[src/hdl/scaled_decimal_compare_defines.svh]
// Assertion macros shared by the scaled decimal comparator RTL.
// Depends on i_clk and i_rst_n being visible where the macros are used.
`ifndef SCALED_DECIMAL_COMPARE_DEFINES_SVH
`define SCALED_DECIMAL_COMPARE_DEFINES_SVH

// Same-cycle implication, off while reset is held
`define SDC_ASSERT_NOW(label, ante, cons, msg) \
    label: assert property (@(posedge i_clk) disable iff (!i_rst_n) (ante) |-> (cons)) \
        else $error(msg);

// Implication checked a fixed number of edges later
`define SDC_ASSERT_LATER(label, ante, dly, cons, msg) \
    label: assert property (@(posedge i_clk) disable iff (!i_rst_n) \
        (ante) |-> ##(dly) (cons)) else $error(msg);

`endif

[src/hdl/sdc_pkg.sv]
// Shared types and codes for the scaled decimal comparator.
// No dependencies; imported by every module of the block.
package sdc_pkg;

    localparam int unsigned SIG_W = 64;
    localparam int unsigned EXP_W = 32;

    typedef enum logic [1:0] {
        ORD_LESS    = 2'd0,
        ORD_EQUAL   = 2'd1,
        ORD_GREATER = 2'd2
    } t_order;

    // Control that travels with each beat down the cell chain
    typedef struct packed {
        logic valid;
        logic ovf;   // scaled side already known to exceed the other
        logic swap;  // operands were exchanged, mirror the final order
    } t_beat_ctl;

endpackage

[src/hdl/sdc_cell.sv]
// One scaling cell: multiplies the scaled side by ten while its count runs.
// Depends on sdc_pkg.
module sdc_cell #(
    parameter int unsigned CNT_W = 5
) (
    input  logic                      i_clk,
    input  logic                      i_rst_n,
    input  sdc_pkg::t_beat_ctl        i_ctl,
    input  logic [sdc_pkg::SIG_W-1:0] i_s,
    input  logic [sdc_pkg::SIG_W-1:0] i_t,
    input  logic [CNT_W-1:0]          i_cnt,
    output sdc_pkg::t_beat_ctl        o_ctl,
    output logic [sdc_pkg::SIG_W-1:0] o_s,
    output logic [sdc_pkg::SIG_W-1:0] o_t,
    output logic [CNT_W-1:0]          o_cnt
);
    import sdc_pkg::*;

    logic [SIG_W+3:0] prod;
    logic             step;
    t_beat_ctl        r_ctl, n_ctl;
    logic [SIG_W-1:0] r_s, r_t, n_t;
    logic [CNT_W-1:0] r_cnt, n_cnt;

    // t * 10 as (t << 3) + (t << 1); anything above 64 bits beats s
    always_comb begin
        prod  = {1'b0, i_t, 3'b000} + {3'b000, i_t, 1'b0};
        step  = (i_cnt != '0) && !i_ctl.ovf;
        n_ctl = i_ctl;
        n_t   = i_t;
        n_cnt = i_cnt;
        if (step) begin
            n_cnt = i_cnt - CNT_W'(1);
            if (prod[SIG_W+3:SIG_W] != '0) begin
                n_ctl.ovf = 1'b1;
            end else begin
                n_t = prod[SIG_W-1:0];
            end
        end
    end

    always_ff @(posedge i_clk) begin
        if (!i_rst_n) begin
            r_ctl <= '0;
        end else begin
            r_ctl <= n_ctl;
        end
    end

    always_ff @(posedge i_clk) begin
        r_s   <= i_s;
        r_t   <= n_t;
        r_cnt <= n_cnt;
    end

    assign o_ctl = r_ctl;
    assign o_s   = r_s;
    assign o_t   = r_t;
    assign o_cnt = r_cnt;

endmodule

[config.mk]
export PLATFORM = sky130hd
export DESIGN_NAME = sdc_cell
export DESIGN_NICKNAME = d
export VERILOG_FILES = /design/src/hdl/scaled_decimal_compare_defines.svh /design/src/hdl/sdc_pkg.sv /design/src/hdl/sdc_cell.sv
export SDC_FILE = /design/constraint.sdc
export NUM_CORES = 1
export LEC_CHECK = 0
export BUFFER_PORTS_ARGS = -buffer_cell sky130_fd_sc_hd__buf_4
export CAP_MARGIN = 20
export CORE_UTILIZATION = 52
export DETAILED_ROUTE_END_ITERATION = 12
export GPL_ROUTABILITY_DRIVEN = 1
export GPL_TIMING_DRIVEN = 0
export PLACE_DENSITY = 0.83
export SETUP_SLACK_MARGIN = 0.3
export SYNTH_ARGS = -nofsm -noshare
export SYNTH_HDL_FRONTEND = slang
export SYNTH_SLANG_ARGS = --single-unit
[constraint.sdc]
create_clock -name i_clk -period 5.76 [get_ports i_clk]
set_clock_uncertainty 0.05 [all_clocks]
set_input_delay 0.576 -clock i_clk [delete_from_list [all_inputs] [get_ports i_clk]]
set_output_delay 0.576 -clock i_clk [all_outputs]
set_load 0.05 [all_outputs]
* Word level (Yosys, flattened, before mapping) *
Index checks and enable logic that the tools add are counted.

word-level totals
  input port bits = 138
  word-level logic and storage cells = 17
  register bits after elaboration = 136
  output and inout port bits = 136

cells by class
  muxes and demuxes = 5
  add/sub/neg operators = 2
  reductions and logical operators = 4

operators with widths
  operator                                           count
  two-way mux 64 bit                                 2
  adder 67 x 65 -> 68 bit                            1
  two-way mux 5 bit                                  1
  nonzero test 5 bit                                 1
  subtractor 5 x 1 -> 5 bit (second input constant)  1
  nonzero test 4 bit                                 1
  two-way mux 1 bit                                  2
  logical AND 1 bit                                  1
  logical NOT 1 bit                                  1

* Longest topological paths before layout *
  depth after elaboration = 4
  gate-level depth with buffers = 15
  gate-level depth less buffers = 13

* Least setup slack after synthesis *
Ideal clock, no wire load.

  path type = input port to flip-flop
  start point = input port i_t[16] (netlist name)
  end point = register r_t[10], in the netlist o_t[10]
  data arrival time = 3.395 ns
  stages = 14
  data required time = 5.589 ns
  path buffers = 3
  slack = 2.193 ns
  setup time = 0.121 ns
  cell sequence = ha_1 > buf_6 > a211oi_2 > nor2_1 > a2111oi_4 > nand3_2 > a21oi_4 > o22ai_1 > a211o_1 > and3_1 > nor4b_2 > buf_6 > buf_12 > mux2_4

on the way
  cells in the longest elaborated chain, start to end = 4

RTL lines
  what                     RTL line        RTL
  from (decl)              sdc_cell.sv:10  input logic [sdc_pkg::SIG_W-1:0] i_t,
  adder 67 x 65 -> 68 bit  sdc_cell.sv:27  prod = {1'b0, i_t, 3'b000} + {3'b000, i_t, 1'b0};
  nonzero test 4 bit       sdc_cell.sv:34  if (prod[SIG_W+3:SIG_W] != '0) begin
  two-way mux 64 bit       sdc_cell.sv:34
  two-way mux 64 bit       sdc_cell.sv:32  if (step) begin
  via n_t[10]              sdc_cell.sv:22  logic [SIG_W-1:0] r_s, r_t, n_t;
  to (signal assigned)     sdc_cell.sv:52  r_t <= n_t;
  to (decl)                sdc_cell.sv:22

The timed path passes the listed nets, and every way through them passes these cells.
A chain may end at the register's enable or synchronous reset.

* Worst setup path in the final report *
  start point = input port i_t[18] (netlist name)
  end point = register r_t[59], in the netlist o_t[59]

on the way
  cells in the longest elaborated chain, start to end = 4

RTL lines
  what                         RTL line
  adder 67 x 65 -> 68 bit (*)  sdc_cell.sv:27
  nonzero test 4 bit           sdc_cell.sv:34
  two-way mux 64 bit (*)       sdc_cell.sv:34
  two-way mux 64 bit (*)       sdc_cell.sv:32
  via n_t[59]                  sdc_cell.sv:22

The timed path passes the listed nets; every way through them passes the cells marked *.

==> flow_summary.yaml <==
logic_synthesis:
  synth_cells: 821
  syn_area_um2: 7780
  synth_edf_count: 0
  synth.most_common_cell: "dfxtp_1"
  ys_ff_latch: 136
  synthFlopType: "dfxtp_1"
  avgSynthCellArea_um2: 9.47
  synth_top_cells_by_count: "dfxtp_1 (136), a21oi_1 (87), nand2_1 (65), ha_1 (63), mux2_4 (50)"
  synth_seq_area_share_pct: 35.0
  yosysWarnings: 0
  yosysTopAreaCellShare_pct: 35.0
  ys_types: 62
  async_flop_share_pct: 0
  synth.area.top_cells: "dfxtp_1 (35%), ha_1 (10%), mux2_4 (9.7%)"
  postSynthNetCount: 1023
  yosysTopAreaCell: "dfxtp_1"
layout:
  fin_area_um2: 10600
  area_growth_syn_to_layout_pct: 36.7
  num-fill-cells: 1131
  drive_above_1_share_pct: 33.3
  num_antenna_cells: 0
  fin_nets: 1315
power:
  p_per_area_nw_per_um2: 294
  sw_frac_of_total_pct: 36.0
  seq_power_share_pct: 33.0
  p_leak_uw: 0.00498
  ir_drop_mv: 0.204
  internal_power_uw: 2000
  power_frac_clock_pct: 33.4
  p_comb_share_pct: 33.6
  switchingPower_uw: 1120
sta:
  tightest_slew_ns: 0.615
  rsz0062_at_grt: "false"
  fmax_mhz: 253
  relSlewSlack_pct: 58.6
  final_min_period_over_clock_period_pct: 68.5
  slew_violations: 0
  finalSetupTns_ns: 0
  period_minus_slack_ns: 3.95
  hold_violations: 0
  setup_viol: 0
setup_path:
  crit_type: "input pin to flip-flop"
  cpPeakStageDelay_ns: 0.47
  cp_num_buf_inv: 3
  critical_path.top_delay_family: "compound AO/OA/AOI/OAI gates"
  cp-end-kind: "flip-flop"
  cp_common_cell: "a21o_1"
  crit_path_start_kind: "input pin"
  cp_max_fo: 10
  cp.required_ns: 6.00
  cp_data_arrival_time_ns: 4.19
  slowest_stage: "a2bb2oi_1"
  critical_path.cell_chain: "buf_4, ha_1, a21o_1, a21o_1, a221oi_1, or3_1, a21oi_1, a2bb2oi_1, o22ai_1, xor2_1, nor4b_2, buf_6, buf_12, mux2_1"
placement:
  postPlaceCellArea_um2: 10100
  place_congestion: 0.922
  dp_hpwl_um: 16900
  io_buffer_count: 273
global_routing:
  grt_pass1_wl_um: 33900
  gr-total-overflow: 0
  grt_pass1_vias: 6717
  grt_antenna_before_repair: 0
  grt_max_degree: 17
  track_usage_pct: 27.0
cts:
  cts_tree: "done"
  clockBufferDepth: 2
  clockRootBuffer: "clkbuf_16"
  post_cts_buffers: 0
  clock-sinks: 136
  path_clk_slew_ns: 0.06
  h-tree-depth: 4
  cts_buffers: 17
  cts_hold_buf: 0
  cts_resized: 0
floorplanning:
  die_h_um: 124
  floorplan.initialDensity_pct: 53.3
  io_pins: 274
  die_w_um: 124
  std_cell_rows: 44
  coreArea_um2: 14600
  design.die.area_um2: 15500
job:
  drv_cap: 0
drt:
  drc: 0
  ant_nets: 0
  post_drt_wl_per_cell_um: 16.2
  first_pass_iters: 5
  num_vias: 7146
  totalWireLength_um: 21300
  first_iter_violations: 387
  via_per_inst: 5.45
status:
  outcome: "complete, no violations"
min_path:
  hold_class: "input pin to flip-flop"
per-stage QoR:
stage	worst slack (ns)	std cells	utilization [%]	power, uW	hold WS (ns)
finish	1.81	1310	72.9	3130	0.210
detailed placement	1.46	1278	68.9	2090	0.632
global route	1.68	1310	72.9	3270	0.188
floorplan	2.19	821	-	1780	0.554
global placement	1.49	1278	68.9	2080	0.630
CTS	1.89	1310	72.9	3150	0.191
flip-flops by register name, indices dropped and copies added (netlist names):
signal / count
o_ctl: 3
o_s: 64
o_cnt: 5
o_t: 64
power by group through the flow:
stage / sequential [uW] / clock (uW) / combinational, uW
after global placement: 1050 / 0 / 1030
after floorplan: 1310 / 0 / 475
final: 1030 / 1040 / 1050
after global routing: 1040 / 1110 / 1120
after CTS: 1030 / 1070 / 1050
after detailed placement: 1050 / 0 / 1040
layout by cell type (no fill, tap or decap), drive strengths merged, types with 6 or more instances in the layout:
cell type,netlist,routed
mux2,59,59
and3,6,6
a211oi,8,8
o21ai,44,44
buf,10,283
inv,26,33
o21bai,16,16
nand2,65,65
ha,63,63
xor2,26,26
o21a,8,8
and2,6,6
nand2b,6,6
nor2b,6,6
nor3,15,15
nand3,10,10
dfxtp,136,136
a21oi,89,89
nand4,22,22
a21o,30,30
nor2,43,43
xnor2,35,35
clkbuf,24,42
o211ai,12,12
kinds of logic after synthesis:
kind of cell	synth area share [%]
buf+inv	4.38
fa+ha+maj	10.4
flops	35.0
mux	11.3
simple gates	12.3
compound gates	19.7
xor+xnor	6.87
path summary, 6_finish.rpt:
path / start / endpoint / slack, ns / depth (start not counted)
max: i_t[18] / o_t[59] / 1.81 / 14
min: i_s[33] / o_s[33] / 0.21 / 1
routing by layer:
metal | vias up | wire length (um) | part of all wire, % | GRT usage, %
met5 | - | 0 | 0 | 0
met4 | 0 | 294 | 1.4 | 7.80
met3 | 23 | 1350 | 6.3 | 4.90
met2 | 274 | 10500 | 49 | 47.7
met1 | 3285 | 9130 | 43 | 33.3
li1 | 3564 | - | - | -
layout make-up:
| class | instances | area (um^2) | area share [%] |
|---|---|---|---|
| plain buffers | 34 | 243 | 2.28 |
| clock buffers | 18 | 439 | 4.13 |
| clock inverters | 14 | 134 | 1.26 |
| inverters | 26 | 97.6 | 0.918 |
| multi-input cells | 625 | 4720 | 44.4 |
| flip-flops and latches | 136 | 2720 | 25.6 |
| well taps | 184 | 230 | 2.17 |
| repair buffers | 273 | 2050 | 19.3 |
Power figures use the tool's default switching activity.
