File: config.mk
export PLATFORM = sky130hd
export DESIGN_NAME = sdc_front
export DESIGN_NICKNAME = d
export VERILOG_FILES = /design/src/hdl/scaled_decimal_compare_defines.svh /design/src/hdl/sdc_pkg.sv /design/src/hdl/sdc_front.sv
export SDC_FILE = /design/constraint.sdc
export NUM_CORES = 1
export LEC_CHECK = 0
export ABC_CLOCK_PERIOD_IN_PS = 7700
export BUFFER_PORTS_ARGS = -buffer_cell sky130_fd_sc_hd__buf_2
export CAP_MARGIN = 40
export CORE_ASPECT_RATIO = 2
export CORE_MARGIN = 5
export CORE_UTILIZATION = 40
export CTS_CLUSTER_SIZE = 12
export DETAILED_ROUTE_END_ITERATION = 12
export HOLD_SLACK_MARGIN = 0.1
export PLACE_DENSITY_LB_ADDON = 0.3
export SYNTH_ARGS = -nofsm -noshare
export SYNTH_HDL_FRONTEND = slang
export SYNTH_SLANG_ARGS = --single-unit
File: constraint.sdc
create_clock -name i_clk -period 7.7 [get_ports i_clk]
set_input_delay 1.54 -clock i_clk [delete_from_list [all_inputs] [get_ports i_clk]]
set_output_delay 1.54 -clock i_clk [all_outputs]
set_load 0.01 [all_outputs]
File: src/hdl/scaled_decimal_compare_defines.svh
// Assertion macros shared by the scaled decimal comparator RTL.
// Depends on i_clk and i_rst_n being visible where the macros are used.
`ifndef SCALED_DECIMAL_COMPARE_DEFINES_SVH
`define SCALED_DECIMAL_COMPARE_DEFINES_SVH

// Same-cycle implication, off while reset is held
`define SDC_ASSERT_NOW(label, ante, cons, msg) \
    label: assert property (@(posedge i_clk) disable iff (!i_rst_n) (ante) |-> (cons)) \
        else $error(msg);

// Implication checked a fixed number of edges later
`define SDC_ASSERT_LATER(label, ante, dly, cons, msg) \
    label: assert property (@(posedge i_clk) disable iff (!i_rst_n) \
        (ante) |-> ##(dly) (cons)) else $error(msg);

`endif

File: src/hdl/sdc_pkg.sv
// Shared types and codes for the scaled decimal comparator.
// No dependencies; imported by every module of the block.
package sdc_pkg;

    localparam int unsigned SIG_W = 64;
    localparam int unsigned EXP_W = 32;

    typedef enum logic [1:0] {
        ORD_LESS    = 2'd0,
        ORD_EQUAL   = 2'd1,
        ORD_GREATER = 2'd2
    } t_order;

    // Control that travels with each beat down the cell chain
    typedef struct packed {
        logic valid;
        logic ovf;   // scaled side already known to exceed the other
        logic swap;  // operands were exchanged, mirror the final order
    } t_beat_ctl;

endpackage

File: src/hdl/sdc_front.sv
// Front stage: aligns exponents and picks the side to be scaled.
// Depends on sdc_pkg.
module sdc_front #(
    parameter int unsigned POW_TABLE_SIZE = 20,
    parameter int unsigned CNT_W          = 5
) (
    input  logic                      i_clk,
    input  logic                      i_rst_n,
    input  logic                      i_start,
    input  logic [sdc_pkg::SIG_W-1:0] i_ls,
    input  logic [sdc_pkg::EXP_W-1:0] i_le,
    input  logic [sdc_pkg::SIG_W-1:0] i_rs,
    input  logic [sdc_pkg::EXP_W-1:0] i_re,
    output sdc_pkg::t_beat_ctl        o_ctl,
    output logic [sdc_pkg::SIG_W-1:0] o_s,
    output logic [sdc_pkg::SIG_W-1:0] o_t,
    output logic [CNT_W-1:0]          o_cnt
);
    import sdc_pkg::*;

    logic [EXP_W:0]   le_x, re_x, dr, dl, d;
    logic             exp_eq, le_lt, big, any_zero;
    t_beat_ctl        r_ctl, n_ctl;
    logic [SIG_W-1:0] r_s, n_s, r_t, n_t;
    logic [CNT_W-1:0] r_cnt, n_cnt;

    // Take the exponent difference one bit wider so it never wraps
    always_comb begin
        le_x     = {i_le[EXP_W-1], i_le};
        re_x     = {i_re[EXP_W-1], i_re};
        dr       = re_x - le_x;
        dl       = le_x - re_x;
        exp_eq   = (i_le == i_re);
        le_lt    = ($signed(i_le) < $signed(i_re));
        d        = le_lt ? dr : dl;
        big      = (d >= (EXP_W+1)'(POW_TABLE_SIZE));
        any_zero = (i_ls == '0) || (i_rs == '0);
    end

    // Smaller-exponent side is s, the other side t gets scaled by ten d times
    always_comb begin
        n_ctl.valid = i_start;
        n_ctl.swap  = !le_lt;
        n_s         = le_lt ? i_ls : i_rs;
        n_t         = le_lt ? i_rs : i_ls;
        priority if (exp_eq || any_zero) begin
            n_ctl.ovf = 1'b0;
            n_cnt     = '0;
        end else if (big) begin
            n_ctl.ovf = 1'b1;
            n_cnt     = '0;
        end else begin
            n_ctl.ovf = 1'b0;
            n_cnt     = d[CNT_W-1:0];
        end
    end

    always_ff @(posedge i_clk) begin
        if (!i_rst_n) begin
            r_ctl <= '0;
        end else begin
            r_ctl <= n_ctl;
        end
    end

    always_ff @(posedge i_clk) begin
        r_s   <= n_s;
        r_t   <= n_t;
        r_cnt <= n_cnt;
    end

    assign o_ctl = r_ctl;
    assign o_s   = r_s;
    assign o_t   = r_t;
    assign o_cnt = r_cnt;

endmodule

# Word-level counts from Yosys, hierarchy flattened

Cells that the tools add are included.

Add/sub/neg operators: 2
Multipliers: 0
Div/mod/pow operators: 0
$lt $le $gt $ge: 2
Equality and inequality tests: 1
Shift operators: 0
Mux-type cells: 4
Bitwise logic cells: 1
Reductions and logical operators: 7

Operators by type and width:

| operator                                                                             | count |
|---|---|
| 64-bit zero test                                                                     | 2 |
| 64-bit two-way mux                                                                   | 2 |
| 32-bit by 32-bit subtractor with 33-bit output                                       | 2 |
| 33-bit by 5-bit greater-or-equal comparator with 1-bit output, second input constant | 1 |
| 33-bit two-way mux                                                                   | 1 |
| 32-bit equality test                                                                 | 1 |
| 32-bit less-than comparator                                                          | 1 |
| 2-bit OR reduction                                                                   | 2 |
| 1-bit logical OR                                                                     | 2 |
| 1-bit zero test                                                                      | 1 |
| 1-bit two-way mux                                                                    | 1 |
| 1-bit NOT                                                                            | 1 |

Bits in registers: 136
Bits in latches: 0
Bits in writable memories: 0
Bits in read-only memories: 0
Bits of input ports: 195
Output and inout bits: 136
Word-level logic and storage cells: 23
Memories kept: 0

# Longest topological paths before layout

Gate-level depths: netlist of run 1.

Depth after elaboration: 4
Gate-level depth with buffers: 15
Mapped depth without buffers: 14

# Least setup slack after synthesis of run 1

No wires, ideal clock.

Path type: input-to-reg
From: input port i_le[0] in the netlist's numbering
To: register r_ctl (netlist bit o_ctl[1])
Library setup time: 0.116 ns
Arrival time: 4.972 ns
Required time: 7.584 ns
Slack: 2.612 ns
Stages on the path: 15
Path buffers: 1
Cell sequence: inv_1 > ha_1 > inv_1 > fa_1 > a21o_1 > a221o_1 > a21o_1 > xor2_1 > a2111oi_2 > nand4_1 > or4_1 > a221oi_1 > or4b_1 > buf_2 > o211a_1

Word-level cells in the longest chain between the ends: 4
Elaborated cells on any way between the ends: 9
Classes of those cells: add/sub: 2; order compare: 2; eq/ne: 1; mux: 2; reduce/logical: 2

Ends and longest elaborated chain:

| what                                                                   | line            | text |
|---|---|---|
| start: declaration                                                     | sdc_front.sv:11 | `input logic [sdc_pkg::EXP_W-1:0] i_le,` |
| 32-bit by 32-bit subtractor with 33-bit output (tied with other cells) | sdc_front.sv:32 | `dl = le_x - re_x;` |
| 33-bit two-way mux                                                     | sdc_front.sv:35 | `d = le_lt ? dr : dl;` |
| 33-bit by 5-bit greater-or-equal comparator with 1-bit output          | sdc_front.sv:36 | `big = (d >= (EXP_W+1)'(POW_TABLE_SIZE));` |
| 1-bit two-way mux                                                      | sdc_front.sv:49 | `end else if (big) begin` |
| end signal: assignment                                                 | sdc_front.sv:62 | `r_ctl <= n_ctl;` |
| end: declaration                                                       | sdc_front.sv:23 | `t_beat_ctl r_ctl, n_ctl;` |

Parallel ways exist; a longest one is shown, timed or not.
A chain may end at the register's enable or synchronous reset.

# Worst setup path after layout of run 1

From: input port i_le[8] in the netlist's numbering
To: register r_cnt[2] (netlist: o_cnt[2])

Word-level cells in the longest chain between the ends: 4
Elaborated cells on any way between the ends: 8
Classes of those cells: add/sub: 2; order compare: 2; eq/ne: 1; mux: 1; reduce/logical: 2

Ends and longest elaborated chain:

| what                                                                   | line            | text |
|---|---|---|
| 32-bit by 32-bit subtractor with 33-bit output (tied with other cells) | sdc_front.sv:32 |  |
| 33-bit two-way mux                                                     | sdc_front.sv:35 |  |
| 33-bit by 5-bit greater-or-equal comparator with 1-bit output          | sdc_front.sv:36 |  |
| 2-bit OR reduction (no line)                                           | -               |  |
| end signal: assignment                                                 | sdc_front.sv:69 | `r_cnt <= n_cnt;` |
| end: declaration                                                       | sdc_front.sv:25 | `logic [CNT_W-1:0] r_cnt, n_cnt;` |

Parallel ways exist; a longest one is shown, timed or not.

==> metrics.md, run 1 <==
| Metric | Value |
|---|---|
| Worst vdd ir | `0.185 mV` |
| Share of post-route cells with drive strength above 1 | `24.9%` |
| Site Rows | `76` |
| Post-synthesis mux area share | `1.40%` |
| Max_cap viols | `0` |
| Critical Path Source Type | `input port` |
| Unrepaired setup endpoints after global routing | `false` |
| First-pass GRT wire length | `55600 um` |
| Worst-Margin Slew | `957 ps` |
| Hold buffer count at cts | `0` |
| Clk Tree Root Cell | `clkbuf_16` |
| Post-DP Area | `10400 um^2` |
| Metal-1 WL | `11100 um` |
| Post-CTS Resized | `0` |
| Antenna viol nets, final | `0` |
| Number of port buffers | `330` |
| First DRT Iteration DRCs | `823` |
| Tcrit/Tclk final | `74.2%` |
| Synth Register Bits | `136` |
| Ranking of synthesized cells by area | `dfxtp_1, nand2_1, ha_1` |
| Post-route minimum period | `5710 ps` |
| CTS Buf Count | `17` |
| Fill cell count | `2196` |
| Fmax | `175 MHz` |
| CP Data Arrival Time | `6030 ps` |
| Data required time of the critical path | `8020 ps` |
| Cell Pwr Density | `220 nW/um^2` |
| Die width | `114 um` |
| Layout Cells excl Fill | `1800` |
| Status | `finished, final reports clean` |
| Placed Cells | `1766` |
| Crit end category | `flop` |
| Yosys warnings | `0` |
| Int Power | `1.57 mW` |
| Post-synth top area share | `31.7%` |
| Largest area contributor in the netlist | `dfxtp_1` |
| Seq pwr share | `34.1%` |
| Die area | `24700 um^2` |
| Hpwl dp | `31100 um` |
| Die height | `217 um` |
| Layout area overhead | `28.4%` |
| Clock network fraction of design power | `33.8%` |
| Synth Area in XOR/XNOR | `3.27%` |
| Nets | `1773` |
| Sw Pwr | `0.863 mW` |
| Max Root-Sink Buffers | `2` |
| Worst hold path type | `in2reg` |
| DR WL/cell | `21.0 um` |
| Vias per inst | `5.57` |
| Initial core utilization | `40.1%` |
| Synth Area in Compound Gates | `18.0%` |
| Synth Cell Area | `8580 um^2` |
| Final hold violations | `0` |
| Final setup viols | `0` |
| Comb power frac | `32.1%` |
| Aggregate global-route resource usage | `29.8%` |
| Setup TNS | `0 ps` |
| Syn Area/Cell | `7.07 um^2` |
| Antenna violations before repair | `2` |
| Post-synthesis simple-gate area fraction | `29.9%` |
| Switching Share | `35.5%` |
| Post-synth ARST share | `0%` |
| Kind of critical path | `in2reg` |
| Max_slew headroom | `36.2%` |
| IO Count | `331` |
| Final WL | `37900 um` |
| FF/Latch Area | `2720 um^2` |
| Setup repair bufs after CTS | `0` |
| TritonCTS clock tree | `built` |
| Clock slew at reported path FFs | `60 ps` |
| LEAKAGE | `5.82 nW` |
| WHS Path Cells | `2` |
| H-tree depth | `4` |
| Post-Syn Nets | `1475` |
| CTS sink cnt | `136` |
| Worst Path Max Fanout | `36` |
| Vias in the first global route | `10034` |
| Grt total ovfl | `0` |
| DRC | `0` |
| Sequential share of the synthesized area | `31.7%` |
| Synth Area in Adders | `9.80%` |
| Main synth FF type | `dfxtp_1` |
| Post-route cell area | `11000 um^2` |
| Largest family of logic cells by synthesized area | `simple AND/OR/NAND/NOR gates` |
| Synth unique cells | `68` |
| Post-synth EDFFs | `0` |
| Drt first pass iters | `5` |
| Largest net degree at the start of global routing | `69` |
| Core area | `21400 um^2` |
| Met2 WL post-DR | `21100 um` |
| Met3 routed wirelength | `2330 um` |
| GP Congestion | `1.08` |
| Top Layer Used | `met4` |
| Max Slew Vio Count | `0` |
| Via count | `10024` |
| Footprint of the multi-input gates | `5360 um^2` |
| Post-Syn Instances | `1214` |
## metal layers
metal | track usage [%] | up-vias
li1 | - | 4726
met3 | 5.70 | 172
met1 | 24.5 | 4601
met2 | 59.1 | 525
met5 | 0 | -
met4 | 23.3 | 0
## registers in the layout, summed over array words and instances, names as in the netlist
register and flops:
o_ctl 3, o_t 64, o_cnt 5, o_s 64
## through the flow
step	utilization, %	total power, mW	setup WS [ps]	hold WS [ps]
after global routing	51.5	2.55	1740	1320
after floorplan	-	1.28	2610	1640
final	51.5	2.43	1990	1330
after detailed placement	48.7	1.61	1790	1760
after CTS	51.5	2.43	2210	1310
after global placement	48.6	1.60	1880	1750
## layout by cell type (no fill, tap or decap), types with 4 or more instances in the layout
cell type  instances
and4_1             5
buf_2            330
buf_4              6
nand4_1           29
nor4_1            41
inv_6              5
o21bai_1          10
o21ai_0           50
nand2_1          430
xor2_1            16
nor3_1             5
xnor2_1           16
a21o_1            14
o22ai_1            5
o21a_1             7
mux2i_1           12
a31oi_1            8
and3_1             5
nor2_1            31
o31ai_1            4
a21boi_0           5
ha_1              64
inv_1             75
dfxtp_1          136
nand3b_1           5
a211oi_1           8
clkbuf_16         17
and2_1            11
or4_1              4
nand3_1            6
a21oi_1           86
nor2b_1            7
o211ai_1           7
## cells by family after synthesis
| group | Yosys count |
|---|---|
| simple gates | 592 |
| compound gates | 243 |
| flops | 136 |
| buf+inv | 133 |
| fa+ha+maj | 66 |
| xor+xnor | 32 |
| mux | 12 |
## critical path, cell delays in order
cell	delay [ps]
buf_2	90
inv_1	40
ha_1	440
a21oi_1	320
o21ai_0	320
and2_1	280
o311ai_2	560
nand2_4	400
mux2i_1	430
xor2_1	380
o2111ai_1	150
or4b_1	710
nor4_1	350
## area by class of cell
type / count / area share, %
Antenna cell: 2 / 0.0454
Clock buffer: 18 / 3.89
Clock inverter: 14 / 1.49
Inverter: 75 / 2.55
Multi-Input combinational cell: 945 / 48.7
Sequential cell: 136 / 24.7
Tap cell: 273 / 3.10
Timing Repair Buffer: 337 / 15.6
## worst paths after layout
kind | end | slack [ps] | startpoint
worst max-delay path | o_cnt[2] | 1990 | i_le[8]
worst min-delay path | o_ctl[2] | 1330 | i_start
## Yosys cell counts (3+ instances only)
cell,count
inv_1,75
nor3_1,5
ha_1,64
nand4_1,29
a21boi_0,5
o21ai_0,50
a21oi_1,86
and4_1,5
a211oi_1,8
o21bai_1,10
buf_2,4
nand3_1,6
a31oi_1,8
o2111ai_1,3
nand3b_1,5
o21ai_1,3
mux2i_1,12
nor2_1,32
o211ai_1,7
xnor2_1,16
o22ai_1,5
or4_1,4
and3_1,5
clkbuf_1,49
buf_1,4
o21a_1,7
nor2b_1,7
and2_1,11
nor4_1,41
a221oi_1,3
a21o_1,14
dfxtp_1,136
nand2b_1,3
nand2_1,431
xor2_1,16
o31ai_1,4
## power groups by stage
stage | Clock, mW | Sequential [mW] | Combinational, mW
after floorplan | 0 | 0.894 | 0.385
after global placement | 0 | 0.844 | 0.755
after detailed placement | 0 | 0.845 | 0.761
after CTS | 0.832 | 0.830 | 0.766
after global routing | 0.868 | 0.838 | 0.843
final | 0.821 | 0.829 | 0.779
(Power assumes the default switching activity.)
==> run 2: changes to the inputs <==
--- a/config.mk
+++ b/config.mk
@@ -5,7 +5,7 @@
 export SDC_FILE = /design/constraint.sdc
 export NUM_CORES = 1
 export LEC_CHECK = 0
-export ABC_CLOCK_PERIOD_IN_PS = 7700
+export ABC_CLOCK_PERIOD_IN_PS = 5000
 export BUFFER_PORTS_ARGS = -buffer_cell sky130_fd_sc_hd__buf_2
 export CAP_MARGIN = 40
 export CORE_ASPECT_RATIO = 2
==> constraint.sdc (replaced) <==
create_clock -name i_clk -period 5 [get_ports i_clk]
set_input_delay 1 -clock i_clk [delete_from_list [all_inputs] [get_ports i_clk]]
set_output_delay 1 -clock i_clk [all_outputs]
set_load 0.01 [all_outputs]
==> metrics.md, run 2 (synthesis results as in run 1) <==
| Metric | Value |
|---|---|
| Placed Cells | `1814 (+2.7%)` |
| Final WL | `37400 um (-1.1%)` |
| Post-route minimum period | `4600 ps` |
| Post-DP Area | `10800 um^2 (+3.3%)` |
| CP Data Arrival Time | `4920 ps (-1110 ps)` |
| Unrepaired setup endpoints after global routing | `false` |
| H-tree depth | `4 (unchanged)` |
| Commonest non-fill, non-tap cells in the layout | `nand2_1, buf_2, dfxtp_1` |
| Nets | `1821 (+2.7%)` |
| Setup repair bufs after CTS | `0 (unchanged)` |
| WHS Path Cells | `2 (unchanged)` |
| Die area | `24700 um^2 (unchanged)` |
| Fmax | `217 MHz` |
| Crit end category | `flop` |
| Cell Pwr Density | `323 nW/um^2 (+47%)` |
| CTS Buf Count | `17 (unchanged)` |
| Share of post-route cells with drive strength above 1 | `27.1% (+2.3 points)` |
| Worst hold path type | `in2reg` |
| IO Count | `331 (unchanged)` |
| Largest net degree at the start of global routing | `79 (+14%)` |
| DR WL/cell | `20.2 um (-3.8%)` |
| Fill cell count | `2216 (+0.91%)` |
| First DRT Iteration DRCs | `769 (-6.6%)` |
| Post-CTS Resized | `0 (unchanged)` |
| Hold buffer count at cts | `0 (unchanged)` |
| Site Rows | `76 (unchanged)` |
| GP Congestion | `1.00 (-6.9%)` |
| Antenna violations before repair | `4 (+2)` |
| Worst-Margin Slew | `972 ps (+14.9 ps)` |
| Hpwl dp | `31200 um (+0.37%)` |
| First-pass GRT wire length | `54700 um (-1.6%)` |
| Tcrit/Tclk final | `92.0%` |
| Vias per inst | `5.45 (-2.1%)` |
| Layout area overhead | `31.9%` |
| Max_cap viols | `0 (unchanged)` |
| Data required time of the critical path | `5320 ps (-2700 ps)` |
| Setup TNS | `0 ps (unchanged)` |
| Vias in the first global route | `9915 (-1.2%)` |
| Aggregate global-route resource usage | `29.3% (-0.56 points)` |
| Via count | `10086 (+0.62%)` |
| Die width | `114 um (unchanged)` |
| Clk Tree Root Cell | `clkbuf_16` |
| Max_slew headroom | `34.7% (-1.5 points)` |
| Final setup viols | `0 (unchanged)` |
| DRC | `0 (unchanged)` |
| Number of port buffers | `330 (unchanged)` |
| Antenna viol nets, final | `0 (unchanged)` |
| Critical Path Source Type | `input port` |
| Worst Path Max Fanout | `6 (-83%)` |
| Initial core utilization | `40.1% (unchanged)` |
| Max Slew Vio Count | `0 (unchanged)` |
| Layout Cells excl Fill | `1850 (+2.8%)` |
| Utilization after layout | `52.9% (+1.4 points)` |
| Overall power | `3.66 mW (+51%)` |
| Grt total ovfl | `0 (unchanged)` |
| Die height | `217 um (unchanged)` |
| Drt first pass iters | `6 (+1)` |
| Core area | `21400 um^2 (unchanged)` |
| LEAKAGE | `6.01 nW (+3.4%)` |
| Final hold violations | `0 (unchanged)` |
| Post-route cell area | `11300 um^2 (+2.7%)` |
| Worst vdd ir | `0.271 mV (+47%)` |
| Leading cell type in the layout, fill and taps excluded | `nand2_1` |
| Clock slew at reported path FFs | `70 ps (about the same)` |
| TritonCTS clock tree | `built` |
| CTS sink cnt | `136 (unchanged)` |
| Status | `finished, final reports clean` |
| Kind of critical path | `in2reg` |
| Max Root-Sink Buffers | `2 (unchanged)` |
run 2: changes by cell type in the layout (fill, tap and decap cells not counted):
cell,delta
clkinv_2,+3
buf_4,+49
bufinv_16,-2
clkbuf_8,+1
diode_2,+2
clkinvlp_4,+2
buf_12,-1
clkinv_4,-2
inv_8,-2
run 2: metrics by stage:
step	hold slack, ps	setup slack, ps
floorplan	1100	452
global placement	1210	96.0
detailed placement	1220	6.72
CTS	757	448
global route	780	193
finish	776	402
run 2: cell type report:
class	count	area (um^2)	share of cell area (%)
Tap cell	273	342	3.02
Clock buffer	19	443	3.91
Inverter	75	282	2.49
Multi-Input combinational cell	945	5360	47.4
Timing Repair Buffer	385	2060	18.2
Antenna cell	4	10.0	0.0884
Clock inverter	13	93.8	0.829
Sequential cell	136	2720	24.0
run 2: worst paths after layout:
kind	start	end	slack, ps
setup / recovery	i_le[0]	o_cnt[1]	400
hold / removal	i_start	o_ctl[2]	780
run 2: worst max-delay path, stage by stage:
cell and delay [ps]:
buf_2 110, inv_1 50, ha_1 160, inv_1 50, fa_1 370, a21o_1 200, a221o_1 380, a21o_1 230
xor2_1 150, a2111oi_2 390, nand4_1 110, or4_1 520, a221oi_1 240, or4b_1 600, nor4_1 350
run 2: per-layer routing:
metal | vias up | track usage, % | routed length [um]
met1 | 4646 | 23.5 | 11000
met3 | 152 | 5.37 | 2130
met2 | 476 | 59.2 | 21200
met5 | - | 0 | 0
met4 | 0 | 21.8 | 3110
li1 | 4812 | - | -
run 2: power breakdown:
part           total (mW)  switching (mW)  internal, mW
sequential           1.28          0.0418          1.24
combinational        1.24           0.770         0.465
clock                1.15           0.499         0.650
